--- src/sv/three_wire_serial_master_defines.svh ---
// Assertion macros shared by the three-wire serial master RTL.
// Included by modules that carry concurrent checks; no other dependencies.
`ifndef THREE_WIRE_SERIAL_MASTER_DEFINES_SVH
`define THREE_WIRE_SERIAL_MASTER_DEFINES_SVH

// Same-cycle implication, checked on every rising edge outside reset.
`define TWS_ASSERT_IMP(label, clk, rst, ante, cons, msg) \
  label: assert property (@(posedge clk) disable iff (rst) (ante) |-> (cons)) else $error(msg);

// Next-cycle implication, checked on every rising edge outside reset.
`define TWS_ASSERT_NEXT(label, clk, rst, ante, cons, msg) \
  label: assert property (@(posedge clk) disable iff (rst) (ante) |=> (cons)) else $error(msg);

`endif

--- src/sv/tws_pkg.sv ---
// Shared types and constants for the three-wire serial master.
// No dependencies; imported by every module of the block.
`default_nettype none

package tws_pkg;

  localparam int READ_BITS_DEF = 32;
  localparam int BYTE_BITS     = 8;
  localparam int KEYS_W        = 32;
  localparam int HALF_W        = 8;

  localparam logic [7:0] READ_CMD = 8'h42;
  localparam logic [HALF_W-1:0] HALF_RESET = 8'd1;

  localparam logic [1:0] ACT_TICK  = 2'd0;
  localparam logic [1:0] ACT_WRITE = 2'd1;
  localparam logic [1:0] ACT_READ  = 2'd2;
  localparam logic [1:0] ACT_PARK  = 2'd3;

  typedef enum logic [2:0] {
    PH_IDLE = 3'd0,
    PH_PRE  = 3'd1,
    PH_SLO  = 3'd2,
    PH_SHI  = 3'd3,
    PH_RLO  = 3'd4,
    PH_RHI  = 3'd5,
    PH_POST = 3'd6
  } phase_t;

  typedef struct packed {
    logic              clk_level;
    logic              dio_level;
    logic              dio_drive;
    logic              strobe_level;
    logic              busy;
    logic              keys_valid;
    logic [KEYS_W-1:0] keys;
  } tws_res_t;

endpackage

`default_nettype wire

--- src/sv/tws_seq.sv ---
// Transfer sequencer of the three-wire serial master: phase, counters, shifters, line levels.
// Depends on tws_pkg. Advances one tick whenever step_en is high.
`default_nettype none

module tws_seq #(
  parameter int READ_BITS = tws_pkg::READ_BITS_DEF
) (
  input  logic                        clk,
  input  logic                        rst,
  input  logic                        step_en,
  input  logic [1:0]                  action,
  input  logic [7:0]                  cmd_byte,
  input  logic                        dio_sample,
  input  logic [tws_pkg::HALF_W-1:0]  half_period,
  output tws_pkg::tws_res_t           res
);
  import tws_pkg::*;

  localparam int CNT_W = $clog2(READ_BITS + 1);

  phase_t                phase, phase_next;
  logic [CNT_W-1:0]      bit_count, bit_count_next;
  logic [HALF_W-1:0]     delay_count, delay_count_next;
  logic [7:0]            out_shift, out_shift_next;
  logic [READ_BITS-1:0]  key_capture, key_capture_next;
  logic                  reading, reading_next;
  logic                  clk_l, clk_l_next;
  logic                  dio_l, dio_l_next;
  logic                  drv_l, drv_l_next;
  logic                  stb_l, stb_l_next;

  logic [HALF_W-1:0]     reload;
  logic [CNT_W-1:0]      bit_inc;
  logic                  start_shift;
  logic [7:0]            shift_byte;
  logic                  keys_valid_next;

  // A zero half period behaves like one tick.
  assign reload  = (half_period == '0) ? '0 : half_period - 1'b1;
  assign bit_inc = bit_count + 1'b1;

  always_comb begin
    phase_next       = phase;
    bit_count_next   = bit_count;
    delay_count_next = delay_count;
    out_shift_next   = out_shift;
    key_capture_next = key_capture;
    reading_next     = reading;
    clk_l_next       = clk_l;
    dio_l_next       = dio_l;
    drv_l_next       = drv_l;
    stb_l_next       = stb_l;
    start_shift      = 1'b0;
    shift_byte       = cmd_byte;
    keys_valid_next  = 1'b0;

    if (phase == PH_IDLE) begin
      unique case (action)
        ACT_WRITE: begin
          reading_next = 1'b0;
          stb_l_next   = 1'b0;
          start_shift  = 1'b1;
        end
        ACT_READ: begin
          reading_next     = 1'b1;
          key_capture_next = '0;
          stb_l_next       = 1'b0;
          drv_l_next       = 1'b1;
          phase_next       = PH_PRE;
          delay_count_next = reload;
        end
        ACT_PARK: begin
          clk_l_next = 1'b1;
          stb_l_next = 1'b1;
        end
        default: begin
        end
      endcase
    end else if (delay_count != '0) begin
      delay_count_next = delay_count - 1'b1;
    end else begin
      unique case (phase)
        PH_PRE: begin
          start_shift = 1'b1;
          shift_byte  = READ_CMD;
        end
        PH_SLO: begin
          clk_l_next       = 1'b1;
          phase_next       = PH_SHI;
          delay_count_next = reload;
        end
        PH_SHI: begin
          bit_count_next = bit_inc;
          if (bit_inc < CNT_W'(BYTE_BITS)) begin
            out_shift_next   = {1'b0, out_shift[7:1]};
            clk_l_next       = 1'b0;
            dio_l_next       = out_shift[1];
            phase_next       = PH_SLO;
            delay_count_next = reload;
          end else if (reading) begin
            dio_l_next       = 1'b0;
            drv_l_next       = 1'b0;
            clk_l_next       = 1'b0;
            bit_count_next   = '0;
            phase_next       = PH_RLO;
            delay_count_next = reload;
          end else begin
            stb_l_next = 1'b1;
            phase_next = PH_IDLE;
          end
        end
        PH_RLO: begin
          // Bits arrive LSB first; after READ_BITS shifts the first lands in bit 0.
          clk_l_next       = 1'b1;
          key_capture_next = {dio_sample, key_capture[READ_BITS-1:1]};
          phase_next       = PH_RHI;
          delay_count_next = reload;
        end
        PH_RHI: begin
          bit_count_next = bit_inc;
          if (bit_inc < CNT_W'(READ_BITS)) begin
            clk_l_next = 1'b0;
            phase_next = PH_RLO;
          end else begin
            stb_l_next = 1'b1;
            phase_next = PH_POST;
          end
          delay_count_next = reload;
        end
        PH_POST: begin
          keys_valid_next = 1'b1;
          reading_next    = 1'b0;
          phase_next      = PH_IDLE;
        end
        default: begin
        end
      endcase
    end

    if (start_shift) begin
      out_shift_next   = shift_byte;
      bit_count_next   = '0;
      clk_l_next       = 1'b0;
      drv_l_next       = 1'b1;
      dio_l_next       = shift_byte[0];
      phase_next       = PH_SLO;
      delay_count_next = reload;
    end
  end

  always_ff @(posedge clk) begin
    if (rst) begin
      phase       <= PH_IDLE;
      bit_count   <= '0;
      delay_count <= '0;
      out_shift   <= '0;
      key_capture <= '0;
      reading     <= 1'b0;
      clk_l       <= 1'b1;
      stb_l       <= 1'b1;
      dio_l       <= 1'b0;
      drv_l       <= 1'b1;
    end else if (step_en) begin
      phase       <= phase_next;
      bit_count   <= bit_count_next;
      delay_count <= delay_count_next;
      out_shift   <= out_shift_next;
      key_capture <= key_capture_next;
      reading     <= reading_next;
      clk_l       <= clk_l_next;
      stb_l       <= stb_l_next;
      dio_l       <= dio_l_next;
      drv_l       <= drv_l_next;
    end
  end

  always_comb begin
    res.clk_level    = clk_l_next;
    res.dio_level    = dio_l_next;
    res.dio_drive    = drv_l_next;
    res.strobe_level = stb_l_next;
    res.busy         = (phase_next != PH_IDLE);
    res.keys_valid   = keys_valid_next;
    res.keys         = keys_valid_next ? KEYS_W'(key_capture) : '0;
  end

endmodule

`default_nettype wire

--- src/sv/three_wire_serial_master.sv ---
// Three-wire serial master top level: input register, sequencer, result register.
// Items pass the input register and the result register; one item per cycle while the
// receiver does not stall, bounded only by the result register, refilled as it drains.
// Reset (rst, synchronous) empties both registers, idles the sequencer with clock and
// strobe high and data driven low, and loads a half period of one tick.
`default_nettype none

module three_wire_serial_master #(
  parameter int READ_BITS = tws_pkg::READ_BITS_DEF
) (
  input  logic                       clk,
  input  logic                       rst,
  // Item input channel.
  input  logic                       in_valid,
  output logic                       in_stall,
  input  logic [1:0]                 action,
  input  logic [7:0]                 cmd_byte,
  input  logic                       dio_sample,
  // Result channel.
  output logic                       out_valid,
  input  logic                       out_stall,
  output logic                       clk_level,
  output logic                       dio_level,
  output logic                       dio_drive,
  output logic                       strobe_level,
  output logic                       busy_res,
  output logic                       keys_valid,
  output logic [tws_pkg::KEYS_W-1:0] keys,
  // Configuration write: half period in ticks.
  input  logic                       cfg_valid,
  output logic                       cfg_ready,
  input  logic [tws_pkg::HALF_W-1:0] cfg_data
);
  import tws_pkg::*;

  `include "three_wire_serial_master_defines.svh"

  // Input register. It holds one item until the sequencer can step on it.
  logic        inq_valid;
  logic [1:0]  inq_action;
  logic [7:0]  inq_cmd_byte;
  logic        inq_dio_sample;

  logic              out_valid_q;
  tws_res_t          res_q;
  tws_res_t          res_next;
  logic [HALF_W-1:0] half_period;
  logic              step;
  logic              in_take;

  // The sequencer advances when an item waits and the result register is free
  // or being emptied in this same cycle.
  assign step     = inq_valid && (!out_valid_q || !out_stall);
  assign in_stall = inq_valid && !step;
  assign in_take  = in_valid && !in_stall;

  // The register may be rewritten at any time; the user must write it only while idle, the block does not enforce it.
  assign cfg_ready = 1'b1;

  always_ff @(posedge clk) begin
    if (rst) begin
      half_period <= HALF_RESET;
    end else if (cfg_valid && cfg_ready) begin
      half_period <= cfg_data;
    end
  end

  always_ff @(posedge clk) begin
    if (rst) begin
      inq_valid <= 1'b0;
    end else if (in_take) begin
      inq_valid <= 1'b1;
    end else if (step) begin
      inq_valid <= 1'b0;
    end
  end

  always_ff @(posedge clk) begin
    if (in_take) begin
      inq_action     <= action;
      inq_cmd_byte   <= cmd_byte;
      inq_dio_sample <= dio_sample;
    end
  end

  tws_seq #(
    .READ_BITS (READ_BITS)
  ) u_seq (
    .clk         (clk),
    .rst         (rst),
    .step_en     (step),
    .action      (inq_action),
    .cmd_byte    (inq_cmd_byte),
    .dio_sample  (inq_dio_sample),
    .half_period (half_period),
    .res         (res_next)
  );

  // Result register. It holds its item while the receiver stalls.
  always_ff @(posedge clk) begin
    if (rst) begin
      out_valid_q <= 1'b0;
    end else if (step) begin
      out_valid_q <= 1'b1;
    end else if (!out_stall) begin
      out_valid_q <= 1'b0;
    end
  end

  always_ff @(posedge clk) begin
    if (step) begin
      res_q <= res_next;
    end
  end

  assign out_valid    = out_valid_q;
  assign clk_level    = res_q.clk_level;
  assign dio_level    = res_q.dio_level;
  assign dio_drive    = res_q.dio_drive;
  assign strobe_level = res_q.strobe_level;
  assign busy_res     = res_q.busy;
  assign keys_valid   = res_q.keys_valid;
  assign keys         = res_q.keys;

  // The key word is reported only alongside its valid pulse.
  `TWS_ASSERT_IMP(a_keys_zero_idle, clk, rst, out_valid_q && !res_q.keys_valid, res_q.keys == '0, "keys nonzero without keys_valid")

  // A completed read has already raised strobe and left the busy state.
  `TWS_ASSERT_IMP(a_valid_ends_read, clk, rst, out_valid_q && res_q.keys_valid, res_q.strobe_level && !res_q.busy, "keys_valid while transfer still open")

  // Strobe is low only while a transfer is in progress.
  `TWS_ASSERT_IMP(a_strobe_low_busy, clk, rst, out_valid_q && !res_q.strobe_level, res_q.busy, "strobe low while idle")

  // A released data line always carries a low level underneath.
  `TWS_ASSERT_IMP(a_released_low, clk, rst, out_valid_q && !res_q.dio_drive, !res_q.dio_level, "data level high while released")

endmodule

`default_nettype wire

--- config.mk ---
export PLATFORM = sky130hd
export DESIGN_NAME = three_wire_serial_master
export DESIGN_NICKNAME = d
export VERILOG_FILES = /design/src/sv/tws_pkg.sv /design/src/sv/tws_seq.sv /design/src/sv/three_wire_serial_master.sv
export VERILOG_INCLUDE_DIRS = /design/src /design/src/sv
export SDC_FILE = /design/constraint.sdc
export NUM_CORES = 1
export LEC_CHECK = 0
export BUFFER_PORTS_ARGS = -buffer_cell sky130_fd_sc_hd__buf_2
export CAP_MARGIN = 20
export CORE_UTILIZATION = 53
export CTS_BUF_LIST = sky130_fd_sc_hd__clkbuf_8 sky130_fd_sc_hd__clkbuf_16
export DETAILED_ROUTE_END_ITERATION = 6
export PLACE_DENSITY = 0.8
export SLEW_MARGIN = 15
export SYNTH_ARGS = -nofsm -noshare
export SYNTH_HDL_FRONTEND = slang
export SYNTH_HIERARCHICAL = 1
export SYNTH_SLANG_ARGS = --single-unit
--- constraint.sdc ---
create_clock -name clk -period 5.4 [get_ports clk]
set_input_delay 0.54 -clock clk [delete_from_list [all_inputs] [get_ports clk]]
set_output_delay 0.54 -clock clk [all_outputs]
set_load 0.02 [all_outputs]
======== Yosys cells after proc, flatten, opt, wreduce, memory -nomap -nowiden ========
Index checks and enable logic that the tools add are counted.
storage, ports and cells
  register bits ........................... 121
  logic and storage cells ................. 149
  output and inout port bits .............. 41
  input port bits ......................... 24
cells by class
  $add $sub $neg .......................... 3
  order comparisons ....................... 2
  reductions and logical operators ........ 27
  mux-type cells .......................... 77
  equal/unequal tests ..................... 17
operators by type and width
  cell                                                         number
  2-to-1 mux 32 bit                                            4
  2-to-1 mux 8 bit                                             15
  2-to-1 mux 1 bit                                             39
  2-to-1 mux 6 bit                                             5
  2-to-1 mux 3 bit                                             6
  case mux 8 bit (2 select lines)                              1
  AND reduction 4 bit                                          4
  subtractor 8 x 1 -> 8 bit (second input constant)            2
  case mux 3 bit (5 select lines)                              1
  case mux 6 bit (2 select lines)                              1
  nonzero test 2 bit                                           5
  == test 3 bit (second input constant)                        3
  zero test 8 bit                                              1
  != test 2 x 1 -> 1 bit (second input constant)               4
  nonzero test 8 bit                                           1
  adder 6 x 1 -> 6 bit (second input constant)                 1
  == test 3 x 2 -> 1 bit (second input constant)               2
  less-than comparator 6 x 4 -> 1 bit (second input constant)  1
  less-than comparator 6 bit (second input constant)           1
  != test 6 x 1 -> 1 bit (second input constant)               1
  case mux 1 bit (2 select lines)                              3
  nonzero test 3 bit                                           2
  AND reduction 5 bit                                          1
  nonzero test 5 bit                                           1
  other kinds (14)                                             21

======== Logic depth before layout (Yosys ltp) ========
Gate-level depths: netlist (run 1).
  depth in word-level cells ............... 8
  depth in mapped cells ................... 9
  gate-level depth less buffers ........... 7

======== By module ========
Netlist (run 1), hierarchy kept.
by module, submodules not included
  module                    cells an instance  area each (µm²)  instances
  tws_seq                   492                3,838.7          1
  three_wire_serial_master  87                 1,850.5          1

======== Worst setup path before layout (run 1) ========
No wires, ideal clock.
  kind .................................... input-to-reg
  start point ............................. input port out_stall
  end point ............................... register u_seq.delay_count[6]
  data required time ...................... 5.281 ns
  arrival time ............................ 5.201 ns
  buffers on the path ..................... 2
  path slack .............................. 0.080 ns
  stages .................................. 8
  library setup time ...................... 0.119 ns
  cell sequence ........................... a21boi_0 -> buf_4 -> and2b_1 -> a21boi_1 -> nand4_2 -> and2_0 -> buf_6 -> o221a_2
on the way
  word-level cells in the longest chain between the ends .. 4
RTL lines
  what                           line                            RTL
  start, declared                three_wire_serial_master.sv:21  input logic out_stall,
  zero test 1 bit                --
  logical OR 1 bit               three_wire_serial_master.sv:53  assign step = inq_valid && (!out_valid_q || !out_stall);
  logical AND 1 bit              three_wire_serial_master.sv:53
  AND reduction 4 bit (no line)  --
  end signal, assigned           tws_seq.sv:166                  delay_count <= delay_count_next;
  end, declared                  tws_seq.sv:23                   logic [HALF_W-1:0] delay_count, delay_count_next;
Every way passes these cells.
A chain may end at the register's enable or synchronous reset.

======== Worst setup path in the final report (run 1) ========
  start point ............................. register inq_valid
  end point ............................... register u_seq.key_capture[4]
on the way
  word-level cells in the longest chain between the ends .. 2
RTL lines
  what                           line                            RTL
  start, declared                three_wire_serial_master.sv:39  logic inq_valid;
  start signal, assigned         three_wire_serial_master.sv:70  inq_valid <= 1'b0;
  start signal, assigned         three_wire_serial_master.sv:72  inq_valid <= 1'b1;
  start signal, assigned         three_wire_serial_master.sv:74  inq_valid <= 1'b0;
  logical AND 1 bit              three_wire_serial_master.sv:53
  net step                       three_wire_serial_master.sv:48  logic step;
  AND reduction 4 bit (no line)  --
  end signal, assigned           tws_seq.sv:168                  key_capture <= key_capture_next;
  end, declared                  tws_seq.sv:25                   logic [READ_BITS-1:0] key_capture, key_capture_next;
The timed path passes the listed nets, and every way through them passes these cells.

==> qor.yml, run 1 <==
cts_hold_repair.buffers: 0
power_report.internal_total_mw: 1.68
tightestPinTransition_ps: 1070
netSwitchingPower_uw: 635
grt.total_usage_pct: 23.5
dieHeight_um: 106
synth_most_common_cell: "sky130_fd_sc_hd__dfxtp_1"
synth_cell_types: 82
cts_max_level: 4
ir_drop_v: 0.000276
postCtsSetupBuffers: 0
outcome: "complete, no violations"
via_count: 4605
yosys_register_bits: 120
cts_max_path_buffers: 2
max_clk_rate_ghz: 0.330
total_leakage_power_nw: 2.35
io_pins: 65
worst_ep_arrival_time_ps: 3400
number_of_buffer_and_inverter_instances_along_the_worst_setup_path: 1
seqPwrFrac_pct: 43.5
placement_row_count: 37
endpoint_kind: "register"
path_cells: "a21boi_4, buf_4, nand2_1, or3_1, nand2_1, a21oi_1"
layout.cells.non_filler: 768
p_total_mw: 2.32
synth_warnings: 6
power.share.clock_pct: 44.2
synthesis.area_sq_um: 5690
timing_hold_violations_final: 0
wire_per_inst_um: 16.4
cts-buffers-inserted: 17
cpLargestDelayFamily: "simple AND/OR/NAND/NOR gates"
highest_layer: "met4"
post_cts_resize_count: 0
clock-skew-final_ps: 5.14
die_area_sq_um: 11200
initialDrtViolationCount: 472
post_synth_fa_ha_maj_area_fraction_pct: 0.660
grt_start_max_net_pins: 73
synth-edff-count: 49
total_iterations_of_the_first_detailed_routing_run: 7
grt_remaining_overflow: 0
grt_setup_unrepaired: "no"
timing.critical_path.required_ps: 5760
synth.cells.most_frequent: "sky130_fd_sc_hd__dfxtp_1 (71), sky130_fd_sc_hd__a21oi_1 (58), sky130_fd_sc_hd__nand2_1 (57)"
drt_wl_total_mm: 12.6
area.growth.synth_to_final_pct: 14.7
wire_length_of_the_first_global_routing_pass_mm: 20.6
max_cap_violations: 0
grt_antenna_before_repair: 0
worst_setup_start_kind: "register"
synthesized_area_fraction_occupied_by_ao_oa_aoi_and_oai_cells_pct: 20.0
dominantRegCellSynth: "sky130_fd_sc_hd__dfxtp_1"
met2_length_mm: 5.99
synthMuxAreaShare_pct: 1.41
post-place-cells: 735
critical-path-max-stage-delay_ps: 790
share_comb_of_total_power_pct: 12.3
viasPerCell: 6.00
design.final.nets: 646
post_synth_xor_area_fraction_pct: 0.616
post_synth_inst_count: 579
finalSetupTns_ps: 0
power_per_cell_area_nw_per_um2: 355
core_region_area_sq_um: 10400
synthesis.area_per_instance_sq_um: 9.83
synth.largest_area_cell: "sky130_fd_sc_hd__edfxtp_1"
routabilityCongestion: 0.899
met1Wirelength_mm: 5.46
fin_crit_ps: 3030
die_x_um: 106
start_util_pct: 54.9
route.antenna.remaining_nets: 0
final_layout_size_suffix_gt1_share_pct: 20.3
clk_pin_slew_ps: 60
maxSlewHeadroom_pct: 28.9
met3RoutedLength_um: 802
critical_path_class: "register to register"
setup_violations: 0
final.hold.worst_slack_ps: 197
io_buffer_count: 63
cts.root.buffer_cell: "sky130_fd_sc_hd__clkbuf_8"
swShare_pct: 27.4
dpl.hpwl_mm: 7.98
postPlaceCellArea_sq_um: 5970
path_common_cell: "sky130_fd_sc_hd__nand2_1"
async_flop_share_pct: 0
final_cell_area_sq_um: 6530
timing.hold.worst.class: "primary input to register"
synthSimpleGateAreaFrac_pct: 20.9
dp_slack_ps: 2010
synth_fp_nets: 606
yosys-top-cells-area: "sky130_fd_sc_hd__edfxtp_1 (26%), sky130_fd_sc_hd__dfxtp_1 (25%), sky130_fd_sc_hd__a21oi_1 (5.1%), sky130_fd_sc_hd__nand2_1 (3.8%), sky130_fd_sc_hd__and2_1 (3.5%)"
main_combinational_cell_family_by_area_after_synthesis: "simple AND/OR/NAND/NOR gates"
grt_pass1_vias: 4407
drcViolationCount: 0
synth-seq-area-share_pct: 50.8
timing.final.crit_share_pct: 56.2
clk-insertion-delay-late_ps: 520
final_util_pct: 62.9
clock_tree_from_tritoncts: "built"
timing.final.ws_setup_ps: 2370
report.final.slew_viol_count: 0
antenna_cells_inserted: 0
cts_sinks: 120
synthDominantCellAreaShare_pct: 25.9
timing.critical_path.slowest_stage_cell: "sky130_fd_sc_hd__or3_1"
crit_path_max_fanout: 32
-- path summary, 6_finish.rpt --
path | from | end | slack (ps) | cells past startpoint
setup / recovery | inq_valid | u_seq/key_capture[4] | 2370 | 6
hold / removal | dio_sample | inq_dio_sample | 200 | 1
setup reg to reg | inq_valid | u_seq/key_capture[4] | 2370 | 6
hold reg to reg | u_seq/key_capture[11] | u_seq/key_capture[11] | 470 | 2
-- power by group through the flow --
stage                     sequential [mW]  clock (mW)  combinational, mW
after floorplan                      1.04           0              0.213
after global placement               1.03           0              0.273
after detailed placement             1.03           0              0.279
after CTS                            1.01        1.04              0.282
after global routing                 1.01        1.08              0.310
final                                1.01        1.02              0.285
-- kinds of logic after synthesis --
family,after synthesis
flip-flops,120
buffers and inverters,63
XOR/XNOR,4
other,1
adder cells (fa/ha/maj),3
AND/OR/NAND/NOR,219
multiplexers,8
AO/OA/AOI/OAI,161
-- flip-flops by register name, indices dropped and copies added, names as in the netlist --
register	cells
u_seq/out_shift	7
u_seq/reading	1
inq_cmd_byte	8
strobe_level	1
half_period	8
u_seq/clk_l	1
u_seq/phase	3
dio_drive	1
u_seq/delay_count	8
u_seq/drv_l	1
dio_level	1
inq_dio_sample	1
keys_valid	1
u_seq/bit_count	6
u_seq/stb_l	1
inq_action	2
u_seq/dio_l	1
u_seq/key_capture	32
out_valid	1
keys	32
inq_valid	1
clk_level	1
busy_res	1
-- per-layer routing --
layer,up-vias,track usage [%]
met2,183,37.2
met4,0,11.9
met1,2176,29.4
met5,-,0
li1,2213,-
met3,33,6.43
-- final cells by class --
type,instances,area [sq um]
inverters,16,60.1
clock inverters,15,128
multi-input cells,396,2500
repair buffers,68,360
flip-flops and latches,120,2890
well taps,136,170
clock buffers,17,414
fillers,840,3840
-- placed cells by master, fill, tap and decap left out, types with 8 or more instances in the layout --
master,instances
sky130_fd_sc_hd__buf_2,63
sky130_fd_sc_hd__nor3_1,13
sky130_fd_sc_hd__o21ai_0,19
sky130_fd_sc_hd__nand2_1,57
sky130_fd_sc_hd__inv_1,17
sky130_fd_sc_hd__edfxtp_1,49
sky130_fd_sc_hd__clkbuf_16,16
sky130_fd_sc_hd__dfxtp_1,71
sky130_fd_sc_hd__nand3_1,39
sky130_fd_sc_hd__and2_1,32
sky130_fd_sc_hd__o211ai_1,9
sky130_fd_sc_hd__a311oi_1,8
sky130_fd_sc_hd__nor2_1,30
sky130_fd_sc_hd__mux2i_1,8
sky130_fd_sc_hd__a21oi_1,58
Power figures use the tool's default switching activity.
==> inputs of run 2 (changes only) <==
ABC_AREA = 1   (was not set)
CORE_UTILIZATION = 58   (was 53)
PLACE_DENSITY = 0.83   (was 0.8)
clock period = 3 ns   (was 5.4 ns; I/O delays follow)
==> qor.yml, run 2 <==
area.growth.synth_to_final_pct: 17.4  # was 14.7%
worst_setup_start_kind: "register"  # unchanged
start_util_pct: 60.7  # was 54.9%
timing_hold_violations_final: 0  # unchanged
power_report.internal_total_mw: 3.11  # was 1.68 mW
synth_fp_nets: 647  # was 606
synth_cell_types: 44  # was 82
synthesis.area_per_instance_sq_um: 9.17  # was 9.83 sq um
fin_crit_ps: 2370  # was 3030 ps
cts_max_level: 4  # unchanged
synthesis.area_sq_um: 5690  # about the same
cts_sinks: 120  # unchanged
via_count: 4478  # was 4,605
postCtsSetupBuffers: 0  # unchanged
route.antenna.remaining_nets: 0  # unchanged
clk-insertion-delay-late_ps: 510  # was 520 ps
initialDrtViolationCount: 223  # was 472
drcViolationCount: 0  # unchanged
grt.total_usage_pct: 24.7  # was 23.5%
io_buffer_count: 63  # unchanged
die_x_um: 101  # was 106 um
wire_length_of_the_first_global_routing_pass_mm: 19.4  # was 20.6 mm
final.hold.worst_slack_ps: 19.7  # was 197 ps
power.share.clock_pct: 43.2  # was 44.2%
total_leakage_power_nw: 2.75  # was 2.35 nW
timing.final.crit_share_pct: 79.1  # was 56.2%
wire_per_inst_um: 14.1  # was 16.4 um
netSwitchingPower_mw: 1.25  # was 635 uW
leading_cell_type_in_the_layout_fill_and_taps_excluded: "sky130_fd_sc_hd__nor2_1"  # was sky130_fd_sc_hd__dfxtp_1
dominantRegCellSynth: "sky130_fd_sc_hd__dfxtp_1"  # unchanged
async_flop_share_pct: 0  # unchanged
viasPerCell: 5.40  # was 6.00
synth.cells.most_frequent: "sky130_fd_sc_hd__nor2_1 (92), sky130_fd_sc_hd__inv_1 (74), sky130_fd_sc_hd__dfxtp_1 (71), sky130_fd_sc_hd__nand2_1 (71), sky130_fd_sc_hd__a21oi_1 (50)"  # was sky130_fd_sc_hd__dfxtp_1 (71), sky130_fd_sc_hd__a21oi_1 (58), sky130_fd_sc_hd__nand2_1 (57)
outcome: "complete, no violations"  # unchanged
origin_of_the_worst_setup_path: "u_seq/phase[0]"  # was inq_valid
clock-skew-final_ps: 11.0  # was 5.14 ps
max_cap_violations: 0  # unchanged
synth-seq-area-share_pct: 50.9  # was 50.8%
critical_path.reg2reg.endpoint: "u_seq/key_capture[11]"  # was u_seq/key_capture[4]
path_cells: "inv_2, nand3_4, nor2_1, o21ai_4, buf_4, a21oi_1, a211oi_2"  # was a21boi_4, buf_4, nand2_1, or3_1, nand2_1, a21oi_1
grt_start_max_net_pins: 51  # was 73
post_synth_inst_count: 620  # was 579
endpoint_kind: "register"  # unchanged
crit_path_max_fanout: 31  # was 32
final_cell_area_sq_um: 6680  # was 6530 sq um
io_pins: 65  # unchanged
power_per_cell_area_nw_per_um2: 653  # was 355 nW/um^2
dieHeight_um: 101  # was 106 um
crit_end: "u_seq/key_capture[11]"  # was u_seq/key_capture[4]
grt_setup_unrepaired: "no"  # unchanged
timing.critical_path.required_ps: 3420  # was 5760 ps
cts-buffers-inserted: 17  # unchanged
yosys-top-cells-area: "sky130_fd_sc_hd__edfxtp_1 (26%), sky130_fd_sc_hd__dfxtp_1 (25%), sky130_fd_sc_hd__a211oi_2 (7.3%), sky130_fd_sc_hd__nor2_1 (6.1%), sky130_fd_sc_hd__inv_1 (4.9%)"  # was sky130_fd_sc_hd__edfxtp_1 (26%), sky130_fd_sc_hd__dfxtp_1 (25%), sky130_fd_sc_hd__a21oi_1 (5.1%), sky130_fd_sc_hd__nand2_1 (3.8%), sky130_fd_sc_hd__and2_1 (3.5%)
postPlaceCellArea_sq_um: 6000  # was 5970 sq um
clock_tree_from_tritoncts: "built"  # unchanged
synth.largest_area_cell: "sky130_fd_sc_hd__edfxtp_1"  # unchanged
most_frequent_cells_in_the_layout: "sky130_fd_sc_hd__nor2_1 (92), sky130_fd_sc_hd__inv_1 (74), sky130_fd_sc_hd__nand2_1 (71), sky130_fd_sc_hd__dfxtp_1 (71), sky130_fd_sc_hd__buf_2 (63)"  # was sky130_fd_sc_hd__dfxtp_1 (71), sky130_fd_sc_hd__buf_2 (63), sky130_fd_sc_hd__a21oi_1 (58), sky130_fd_sc_hd__nand2_1 (57), sky130_fd_sc_hd__edfxtp_1 (49)
final_layout_size_suffix_gt1_share_pct: 24.8  # was 20.3%
rrSetupSlack_ps: 630  # was 2370 ps
cts_hold_repair.buffers: 12  # was 0
worstHoldStart: "cfg_data[3]"  # was dio_sample
grt_antenna_before_repair: 0  # unchanged
yosys_register_bits: 120  # unchanged
crit-reg2reg-launch: "u_seq/phase[0]"  # was inq_valid
timing.critical_path.slowest_stage_cell: "sky130_fd_sc_hd__o21ai_4"  # was sky130_fd_sc_hd__or3_1
critical-path-max-stage-delay_ps: 740  # was 790 ps
critical_path_class: "register to register"  # unchanged
post_cts_resize_count: 0  # unchanged
share_comb_of_total_power_pct: 14.5  # was 12.3%
placement_row_count: 35  # was 37
max_clk_rate_ghz: 0.421  # was 0.330 GHz
drt_wl_total_mm: 11.7  # was 12.6 mm
dpl.hpwl_mm: 7.67  # was 7.98 mm
routabilityCongestion: 0.935  # was 0.899
clk_pin_slew_ps: 60  # about the same
maxSlewHeadroom_pct: 36.1  # was 28.9%
seqPwrFrac_pct: 42.3  # was 43.5%
synth_most_common_cell: "sky130_fd_sc_hd__nor2_1"  # was sky130_fd_sc_hd__dfxtp_1
swShare_pct: 28.6  # was 27.4%
core_region_area_sq_um: 9370  # was 10,400 sq um
grt_remaining_overflow: 0  # unchanged
reg2regPathDepth: 7  # was 6
die_area_sq_um: 10200  # was 11,200 sq um
synthDominantCellAreaShare_pct: 25.9  # about the same
finalSetupTns_ps: 0  # unchanged
grt_pass1_vias: 4153  # was 4,407
worst_ep_arrival_time_ps: 2790  # was 3400 ps
report.final.slew_viol_count: 0  # unchanged
design.final.nets: 715  # was 646
timing.hold.worst.class: "primary input to register"  # unchanged
setup_violations: 0  # unchanged
p_total_mw: 4.36  # was 2.32 mW
tightestPinTransition_ps: 957  # was 1070 ps
ir_drop_v: 0.000443  # was 0.000276 V
layout.filler_cells: 715  # was 840
antenna_cells_inserted: 0  # unchanged
synth_warnings: 6  # unchanged
final_util_pct: 71.3  # was 62.9%
synth-edff-count: 49  # unchanged
cts_max_path_buffers: 2  # unchanged
total_iterations_of_the_first_detailed_routing_run: 5  # was 7
cts.root.buffer_cell: "sky130_fd_sc_hd__clkbuf_8"  # unchanged
==> run 2: changes by cell type in the layout (fill, tap and decap cells not counted), moves of 14 or more <==
| cell | delta |
|---|---|
| sky130_fd_sc_hd__a211oi_2 | +33 |
| sky130_fd_sc_hd__nor2_1 | +62 |
| sky130_fd_sc_hd__nand2_1 | +14 |
| sky130_fd_sc_hd__and2_1 | -32 |
| sky130_fd_sc_hd__inv_1 | +57 |
| sky130_fd_sc_hd__nand4_1 | +16 |
==> run 2: power by group through the flow <==
stage                     sequential [mW]  clock, mW  combinational (mW)
after floorplan                      1.89          0               0.479
after global placement               1.87          0               0.591
after detailed placement             1.88          0               0.607
after CTS                            1.84       1.91               0.630
after global routing                 1.85       1.97               0.700
final                                1.84       1.88               0.634
==> run 2: how the worst min path moves through the flow <==
stage                                 to  slack (ps)  cells past startpoint
after floorplan                inq_valid         370                      1
after global placement    half_period[0]         450                      2
after detailed placement  half_period[0]         460                      2
after CTS                 half_period[3]         0.2                      3
after global routing      half_period[4]          30                      3
final                     half_period[3]          20                      3
==> run 2: area by class of cell <==
class	count	area, sq um	area share (%)
flip-flops and latches	120	2890	43.3
well taps	129	161	2.42
inverters	85	327	4.89
repair buffers	80	473	7.08
clock buffers	17	414	6.20
clock inverters	15	144	2.15
multi-input cells	384	2270	33.9
==> run 2: per-stage QoR <==
stage,instances,setup WS (ps)
6_report,830,628
5_1_grt,830,446
3_5_place_dp,786,739
4_1_cts,830,646
3_3_place_gp,786,873
2_1_floorplan,620,94.4
==> run 2: worst max-delay path: cells and delay by family (launching register included) <==
family	cells	cell delay, ps
DFF	1	470
buffers and inverters	2	490
AOI/OAI and AO/OA	3	1060
and+or+nand+nor	2	260
==> run 2: logic make-up after synthesis <==
| group | Yosys count | share of synthesized area, % |
|---|---|---|
| AOI/OAI and AO/OA | 129 | 16.9 |
| xor gates and xnor gates | 7 | 1.08 |
| adders and majority gates | 3 | 0.660 |
| buffers and inverters | 116 | 9.48 |
| DFF | 120 | 50.9 |
| other | 1 | 0.0659 |
| and+or+nand+nor | 244 | 20.9 |
==> run 2: layer usage <==
layer / share of wire [%] / global-route usage (%) / vias up
li1: - / - / 2220
met1: 43 / 30.7 / 2108
met2: 51 / 42.0 / 137
met3: 4.9 / 4.51 / 13
met4: 1.2 / 10.8 / 0
met5: 0 / 0 / -
==> inputs of run 3 (changes only) <==
ABC_AREA = 0   (was 1)
CORE_UTILIZATION = 53   (was 58)
PLACE_DENSITY = 0.8   (was 0.83)
clock period = 2 ns   (was 3 ns; I/O delays follow)
==> qor.yml, run 3 (synthesis gave the netlist of run 1 again) <==
cpLargestDelayFamily: "simple AND/OR/NAND/NOR gates"  # was compound AO/OA/AOI/OAI gates
die_area_sq_um: 11200  # was 10,200 sq um
area.growth.synth_to_final_pct: 41.2  # was 17.4%
viasPerCell: 6.23  # was 5.40
worstHoldStart: "cfg_valid"  # was cfg_data[3]
drt_wl_total_mm: 17.6  # was 11.7 mm
final_util_pct: 77.5  # was 71.3%
sequential_cell_area_sq_um: 2910  # was 2890 sq um
dp_slack_ps: -112  # was 739 ps
layout.filler_cells: 615  # was 715
grt_setup_unrepaired: "yes"  # was no
design.final.nets: 746  # was 715
grt_antenna_before_repair: 0  # unchanged
failed_checks: "setup timing"
final.hold.worst_slack_ps: 108  # was 19.7 ps
timing.critical_path.required_ps: 2390  # was 3420 ps
crit_path_max_fanout: 8  # was 31
clock_tree_from_tritoncts: "built"  # unchanged
cp.depth: 9  # was 7
initialDrtViolationCount: 450  # was 223
cts-buffers-inserted: 17  # unchanged
endpoint_kind: "register"  # unchanged
routabilityCongestion: 0.930  # was 0.935
max_clk_rate_ghz: 0.484  # was 0.421 GHz
number_of_buffer_and_inverter_instances_along_the_worst_setup_path: 3  # was 2
origin_of_the_worst_setup_path: "u_seq/delay_count[0]"  # was u_seq/phase[0]
critical-path-max-stage-delay_ps: 490  # was 740 ps
route.antenna.remaining_nets: 0  # unchanged
worst_setup_start_kind: "register"  # unchanged
multi_input_area_sq_um: 3030  # was 2270 sq um
grt.total_usage_pct: 29.6  # was 24.7%
grt_start_max_net_pins: 52  # was 51
power.share.clock_pct: 42.2  # was 43.2%
cts_sinks: 120  # unchanged
ir_drop_v: 0.000761  # was 0.000443 V
final_layout_size_suffix_gt1_share_pct: 41.9  # was 24.8%
timing.final.crit_share_pct: 103  # was 79.1%
post-place-cells: 796  # was 786
layout.cells.non_filler: 868  # was 830
antenna_cells_inserted: 0  # unchanged
placement_row_count: 37  # was 35
maxSlewHeadroom_pct: 51.9  # was 36.1%
reg2regPathDepth: 9  # was 7
cts_max_level: 4  # unchanged
rrSetupSlack_ps: -70  # was 630 ps
tightestPinTransition_ps: 721  # was 957 ps
power_report.internal_total_mw: 4.96  # was 3.11 mW
setup_violations: 38  # was 0
clock-skew-final_ps: 15.4  # was 11.0 ps
timing_hold_violations_final: 0  # unchanged
critical_path.reg2reg.endpoint: "u_seq/key_capture[25]"  # was u_seq/key_capture[11]
cts_max_path_buffers: 2  # unchanged
total_leakage_power_nw: 2.98  # was 2.75 nW
die_x_um: 106  # was 101 um
dpl.hpwl_mm: 9.20  # was 7.67 mm
wire_per_inst_um: 20.3  # was 14.1 um
start_util_pct: 54.9  # was 60.7%
clk_pin_slew_ps: 60  # about the same
cts.root.buffer_cell: "sky130_fd_sc_hd__clkbuf_8"  # unchanged
report.final.slew_viol_count: 0  # unchanged
timing.final.ws_setup_ps: -68.0  # was 628 ps
share_comb_of_total_power_pct: 19.0  # was 14.5%
destination_of_the_worst_hold_path: "half_period[0]"  # was half_period[3]
most_frequent_cells_in_the_layout: "sky130_fd_sc_hd__buf_4 (71), sky130_fd_sc_hd__buf_2 (63), sky130_fd_sc_hd__dfxtp_1 (62), sky130_fd_sc_hd__edfxtp_1 (49), sky130_fd_sc_hd__nand3_1 (38)"  # was sky130_fd_sc_hd__nor2_1 (92), sky130_fd_sc_hd__inv_1 (74), sky130_fd_sc_hd__nand2_1 (71), sky130_fd_sc_hd__dfxtp_1 (71), sky130_fd_sc_hd__buf_2 (63)
core_region_area_sq_um: 10400  # was 9370 sq um
io_pins: 65  # unchanged
critical_path_class: "register to register"  # unchanged
outcome: "finished with violations"  # was complete, no violations
leading_cell_type_in_the_layout_fill_and_taps_excluded: "sky130_fd_sc_hd__buf_4"  # was sky130_fd_sc_hd__nor2_1
max_cap_violations: 0  # unchanged
drcViolationCount: 0  # unchanged
power_per_cell_area_nw_per_um2: 874  # was 653 nW/um^2
netSwitchingPower_mw: 2.06  # was 1.25 mW
seqPwrFrac_pct: 38.8  # was 42.3%
path_cells: "inv_2, ha_4, nor4b_4, buf_12, a31oi_4, or3_4, clkbuf_16, nand2_2, a21oi_1"  # was inv_2, nand3_4, nor2_1, o21ai_4, buf_4, a21oi_1, a211oi_2
clk-insertion-delay-late_ps: 530  # was 510 ps
grt_pass1_vias: 5060  # was 4,153
io_buffer_count: 63  # unchanged
p_total_mw: 7.02  # was 4.36 mW
total_iterations_of_the_first_detailed_routing_run: 6  # was 5
crit-reg2reg-launch: "u_seq/delay_count[0]"  # was u_seq/phase[0]
wire_length_of_the_first_global_routing_pass_mm: 25.4  # was 19.4 mm
dieHeight_um: 106  # was 101 um
fin_crit_ps: 2070  # was 2370 ps
swShare_pct: 29.4  # was 28.6%
timing.hold.worst.class: "primary input to register"  # unchanged
min_delay_path_depth: 3  # unchanged
grt_remaining_overflow: 0  # unchanged
timing.critical_path.slowest_stage_cell: "sky130_fd_sc_hd__or3_4"  # was sky130_fd_sc_hd__o21ai_4
via_count: 5411  # was 4,478
worst_ep_arrival_time_ps: 2460  # was 2790 ps
[run 3: changes by cell type in the layout (fill, tap and decap cells not counted), sizes merged, moves of 9 or more]
cell,delta
buf,+77
inv,-71
nor2,-67
and2,+33
a211oi,-28
nand2,-25
nand4,-15
nor3,+15
o21ai,-10
dlygate4sd3,+9
[run 3: how the worst max path moves through the flow]
stage                                 end  slack, ps
finish              u_seq/key_capture[25]        -70
global route        u_seq/key_capture[25]       -110
CTS                 u_seq/key_capture[14]        -20
detailed placement     u_seq/bit_count[2]       -110
global placement       u_seq/bit_count[2]        -30
floorplan            u_seq/delay_count[6]       -510
[run 3: through the flow]
step / cell area (sq um) / setup TNS, ps
4_1_cts: 7600 / -192
6_report: 8030 / -1060
5_1_grt: 8030 / -3290
3_5_place_dp: 6510 / -750
2_1_floorplan: 5760 / -11180
3_3_place_gp: 6510 / -72.2
[run 3: cell type report]
class	instances	area share (%)
flip-flops and latches	120	36.2
clock inverters	14	1.73
inverters	16	0.748
repair buffers	168	16.2
well taps	136	2.12
clock buffers	18	5.33
multi-input cells	396	37.7
[run 3: power groups by stage]
stage,Clock [mW],Combinational (mW),Sequential (mW)
after global placement,0,0.968,2.75
after detailed placement,0,0.984,2.76
final,2.97,1.33,2.72
after global routing,3.10,1.41,2.73
after floorplan,0,0.594,2.79
after CTS,2.94,1.20,2.71
[run 3: timing repair]
action | in CTS | in global routing
buffers inserted | 8 | 7
setup endpoints to repair | 50 | 94
gates resized for setup | 43 | 97
hold buffers | 21 | 0
endpoints found under the hold margin | 21 | 0
pin swaps | 11 | 37
cloned | 3 | 1
[run 3: layer usage]
metal,GRT usage [%],wire length [um]
met1,36.3,6770
met2,50.3,8810
met3,8.04,1410
met4,10.1,605
met5,0,0
[run 3: worst min-delay path, cell delays in order]
cell	delay [ps]
sky130_fd_sc_hd__buf_2	190
sky130_fd_sc_hd__nor2b_2	130
sky130_fd_sc_hd__a211o_1	90
